<file path="config.mk">
export PLATFORM = sky130hd
export DESIGN_NAME = fsbd_ram
export DESIGN_NICKNAME = d
export VERILOG_FILES = /design/src/rtl/fsbd_ram.sv
export SDC_FILE = /design/constraint.sdc
export NUM_CORES = 2
export LEC_CHECK = 0
export BUFFER_PORTS_ARGS = -buffer_cell sky130_fd_sc_hd__buf_2
export CAP_MARGIN = 0
export CORE_AREA = 4 4 483 485
export CTS_CLUSTER_SIZE = 24
export DETAILED_ROUTE_END_ITERATION = 16
export DIE_AREA = 0 0 487 489
export GPL_ROUTABILITY_DRIVEN = 1
export GPL_TIMING_DRIVEN = 1
export SYNTH_ARGS = -nofsm -noshare
export SYNTH_HDL_FRONTEND = slang
export SYNTH_SLANG_ARGS = --single-unit
export TNS_END_PERCENT = 30
</file>
<file path="constraint.sdc">
create_clock -name i_clk -period 7.2 [get_ports i_clk]
set_input_delay 1.44 -clock i_clk [delete_from_list [all_inputs] [get_ports i_clk]]
set_output_delay 1.44 -clock i_clk [all_outputs]
set_load 0.01 [all_outputs]
</file>
<file path="src/rtl/fsbd_ram.sv">
`default_nettype none
// ----------------------------------------------------------------------------
// fsbd_ram
// Simple dual-port RAM, one write port and one read port with registered
// read data that holds while the read enable is low.
// ----------------------------------------------------------------------------
module fsbd_ram #(
    parameter int DATA_W = 8,
    parameter int DEPTH  = 256,
    parameter int ADDR_W = $clog2(DEPTH)
) (
    input  wire logic              i_clk,
    input  wire logic              i_wr_en,
    input  wire logic [ADDR_W-1:0] i_wr_addr,
    input  wire logic [DATA_W-1:0] i_wr_data,
    input  wire logic              i_rd_en,
    input  wire logic [ADDR_W-1:0] i_rd_addr,
    output logic      [DATA_W-1:0] o_rd_data
);

    logic [DATA_W-1:0] r_mem [DEPTH];

    always_ff @(posedge i_clk) begin
        if (i_wr_en) begin
            r_mem[i_wr_addr] <= i_wr_data;
        end
        if (i_rd_en) begin
            o_rd_data <= r_mem[i_rd_addr];
        end
    end

endmodule
`default_nettype wire

</file>
# Word level (Yosys, flattened, before mapping)
# Memories as Yosys holds them, arrays and structs flattened. A register that Yosys moved wholly into a read port is not among the register bits.
# Index checks and enable logic that the tools add are counted.
# totals
ramBits	2048
output_inout_bits	8
n_memories	1
reg_bits	0
inputBits	27
# classes
mux	2
# mem_list
name	depth	width	read_ports	rd_clocked_by_memory_dff	wr	line_no	rtl
r_mem	256	8	1	1	1	21	logic [DATA_W-1:0] r_mem [DEPTH];
# ops
operator	n
$mux 1	2

# Logic depth before layout (Yosys ltp)
# logic_depth
depth_word	2
ltp_mapped	11

# Least setup slack after synthesis
# No wires, ideal clock.
# synth_path
path_type	input port to flip-flop
startpoint	in i_rd_addr[0]
endpoint	reg o_rd_data[2], read port of r_mem (data pin)
setup_slack_ns	3.684
arrival_ns	3.247
t_required_ns	6.931
stages	9
n_path_buf	4
path_cell_list	buf_6 > buf_12 > buf_8 > buf_2 > mux4_2 > a22oi_1 > a21oi_1 > nor4_1 > nor4_2
# synth_lines
item	line_no	rtl
start, declared	17	input wire logic [ADDR_W-1:0] i_rd_addr,
end, declared	18	output logic [DATA_W-1:0] o_rd_data

==> results.md <==
- Final Setup Violations: 0
- Final Hold Fails: 0
- Clock slew at reported path FFs: roughly 0.06 ns
- Outcome: finished, final reports clean
- Cells after synthesis: about 3700
- CTS buffer count: between 200 and 250
- Slew headroom: a little over a tenth
- Logic pwr share: between 4 and 5%
- Required @ worst endpoint: between 7 and 8 ns
- Clock insertion delay at the later pin of the skew report: a little under 0.9 ns
- Drt wl/cell: ~29 µm
- Ys flop type: edfxtp_1
- DR vias/cell: about 5.5
- CTS H-tree depth: 4
- Crit path launch type: input pin
- Mux cell area share after synthesis: between 10% and 20%
- Synth async-reset ratio: 0%
- Clk root buf: clkbuf_16
- Post-synthesis xor/xnor area fraction: 0%
- Clk pwr share: about 41%
- Num rows: between 150 and 200
- WS Path Type: in2reg
- Skew final: 0.0342 ns
- Lkg Pwr: between 20 and 30 nW
- First-pass GRT wire length: a little under 300000 µm
- Complex-gate fraction of the synthesized area: between 3 and 4%
- Cell internal pwr: 19.2 mW
- Layout Nets: around 3900
- Vias in the first global route: between 30000 and 40000
- Net Sw Frac: between 20% and 30%
- GPL Wtd Cong: slightly above 0.8
- Layout Utilization: slightly below 40%
- Starting density of the core: a little over a third
- CTS tree: built
- Largest net degree at the start of global routing: approximately 190
- RSZ-0062 raised after global routing: no
- Syn-to-layout area delta: 12.4%
- DR iter-0 viols: between 4000 and 5000
- Share of layout cells above drive strength 1: between 20% and 30%
- Sink Count: 2056
- Drt first pass iters: 8
- Cell area after synthesis: between 70000 and 80000 µm²
- Post-synthesis sequential area ratio: between 70% and 80%
- Adder-Cell Fraction of Synth Area: 0%
- Global route overflow: 0
- Syn avg cell area: ~21 µm²
- Number of synthesized flops with an enable pin: around 2100
- Area of the core: about 230000 µm²
- Post-CTS setup buffers: 0
- Largest family of logic cells by synthesized area: multiplexers
- Setup WS post-layout: roughly 2.8 ns
- Initial antenna violation count: 11
- Hold WC Path Type: in2reg
- Die Wd: between 400 and 500 µm
- # IOs: 35
- Endpoint class of the critical path: register
- Die H: 489 µm
- Post-CTS sizing: 0
- Flop pwr share: a little over half
- FF+latch count, synth: roughly 2100
- Switching power: about 5.3 mW
- Post-route ant nets: 0
- Setup TNS Final: 0 ns
- Crit path DAT: 4.96 ns
- Max-cap violations: 0
- Worst-path maximum fanout: between 60 and 70
- Residual DRC: 0
- PortBufs: 34
- Final min period: 4.42 ns
- Global Route Usage Sum: approximately 17%
- Slew Viols, Final: 0
- Synth cell types: 54
- CTS Buffer Depth: 3
- Power per cell area: around 270 nW/µm²
- Drt total wl: roughly 200000 µm
- Fin crit share: slightly above 60%
- Least-Margin Pin Slew: ~1.3 ns
- Hpwl dp: 121000 µm
- Maximum VDD drop: around 0.18 mV
- Pre-CTS worst setup slack: 1.91 ns
- CTS Hold Bufs: 0
- Die Footprint: about 240000 µm²
- Net Count, Synth: approximately 3800
- Fmax: 0.226 GHz
- Total number of yosys warnings: 0
- Simple-gate portion of the synthesized area: 2.63%
- Vias: just under 40000
## stage by stage
stage | instances | power [mW] | instance area [µm²] | hold WS, ns
final | 7029 | 24.5 | 89500 | 1.04
after CTS | 7023 | 24.7 | 89500 | 0.992
after global routing | 7027 | 25.3 | 89500 | 1.02
after global placement | 6651 | 14.7 | 83200 | 1.12
after floorplan | 3733 | 14.1 | 79600 | 0.864
after detailed placement | 6651 | 14.7 | 83200 | 1.17
## state kept, by name, indices dropped and copies added, names as in the netlist
| register | cells |
|---|---|
| o_rd_data | 8 |
| r_mem | 2048 |
## power by group through the flow
| stage | registers (mW) | logic (mW) | clock network (mW) |
|---|---|---|---|
| 4_1_cts | 13.2 | 1.18 | 10.3 |
| 2_1_floorplan | 13.5 | 0.641 | 0 |
| 6_report | 13.2 | 1.17 | 10.1 |
| 3_5_place_dp | 13.5 | 1.18 | 0 |
| 5_1_grt | 13.2 | 1.24 | 10.8 |
| 3_3_place_gp | 13.5 | 1.17 | 0 |
## layout by cell type (no fill, tap or decap), types with 9 or more instances in the layout
| master | n |
|---|---|
| edfxtp_1 | 2056 |
| mux4_2 | 454 |
| nor2_1 | 279 |
| clkbuf_16 | 203 |
| mux2i_1 | 134 |
| a22oi_1 | 133 |
| a21oi_1 | 96 |
| buf_4 | 76 |
| clkbuf_1 | 56 |
| o221ai_1 | 46 |
| clkinv_1 | 44 |
| nand3_1 | 34 |
| nand2_1 | 32 |
| clkinv_2 | 31 |
| o22ai_1 | 28 |
| nor2b_1 | 28 |
| nor4_1 | 24 |
| nor3_1 | 22 |
| buf_2 | 22 |
| buf_12 | 17 |
| a211oi_1 | 16 |
| a221oi_1 | 13 |
| bufinv_16 | 11 |
| nand4_1 | 10 |
| o211ai_1 | 10 |
| o21ai_0 | 10 |
| clkinvlp_4 | 10 |
| buf_8 | 9 |
## worst max-delay path, cell delays in order
cell     delay, ns
buf_8         0.67
buf_12        0.38
mux4_2        0.55
a22oi_1       0.33
a21oi_1       0.20
nor4_1        0.97
nor4_1        0.15
## Yosys cell counts (all sizes together), types with 6 or more instances
library cell	instances	share of area [%]
a221oi	14	0.16
nand2	33	0.16
a21oi	96	0.60
mux4	456	13
o21ai	12	0.075
buf	122	1.3
nor3	22	0.14
nand4	10	0.079
nor2b	31	0.24
a22o	8	0.088
o211ai	10	0.094
and2	6	0.047
nor2	282	1.3
mux2i	134	1.7
nand2b	8	0.063
nor4	27	0.24
a211oi	16	0.15
o221ai	47	0.52
clkbuf	111	0.52
a22oi	133	1.3
edfxtp	2056	78
o22ai	28	0.22
nand3	34	0.21
## kinds of logic (layout without fill, tap and decap cells)
group | count (synthesis) | count (layout)
AOI/OAI and AO/OA | 385 | 385
buffers and inverters | 235 | 499
other | 0 | 6
DFF | 2056 | 2056
muxes | 591 | 591
and+or+nand+nor | 466 | 466
## final timing paths
| check | slack, ns | depth (start not counted) | startpoint | to |
|---|---|---|---|---|
| hold / removal | 1.04 | 1 | i_wr_data[2] | r_mem[66][2] |
| setup / recovery | 2.78 | 7 | i_rd_addr[0] | o_rd_data[7] |
| hold reg to reg | 1.17 | 5 | r_mem[102][7] | o_rd_data[7] |
| setup reg to reg | 4.31 | 6 | r_mem[27][5] | o_rd_data[5] |
## final cells by class
class                   instances  area (µm²)
clock buffers                 259        5290
well taps                    3026        3790
clock inverters               113        1040
repair buffers                125        1170
fillers                     20200      140000
diodes                          6        15.0
inverters                       2        7.51
multi-input cells            1442       16500
flip-flops and latches       2056       61700
## routing by layer
layer / share of wire [%] / wire [µm] / GRT usage [%] / vias to the layer above
met5: 0 / 0 / 0 / -
met4: 3.2 / 6320 / 5.33 / 0
met3: 7.8 / 15700 / 3.17 / 285
met2: 48 / 95600 / 26.3 / 1739
met1: 41 / 82900 / 23.4 / 20700
li1: - / - / - / 15900
Power figures use the tool's default switching activity.
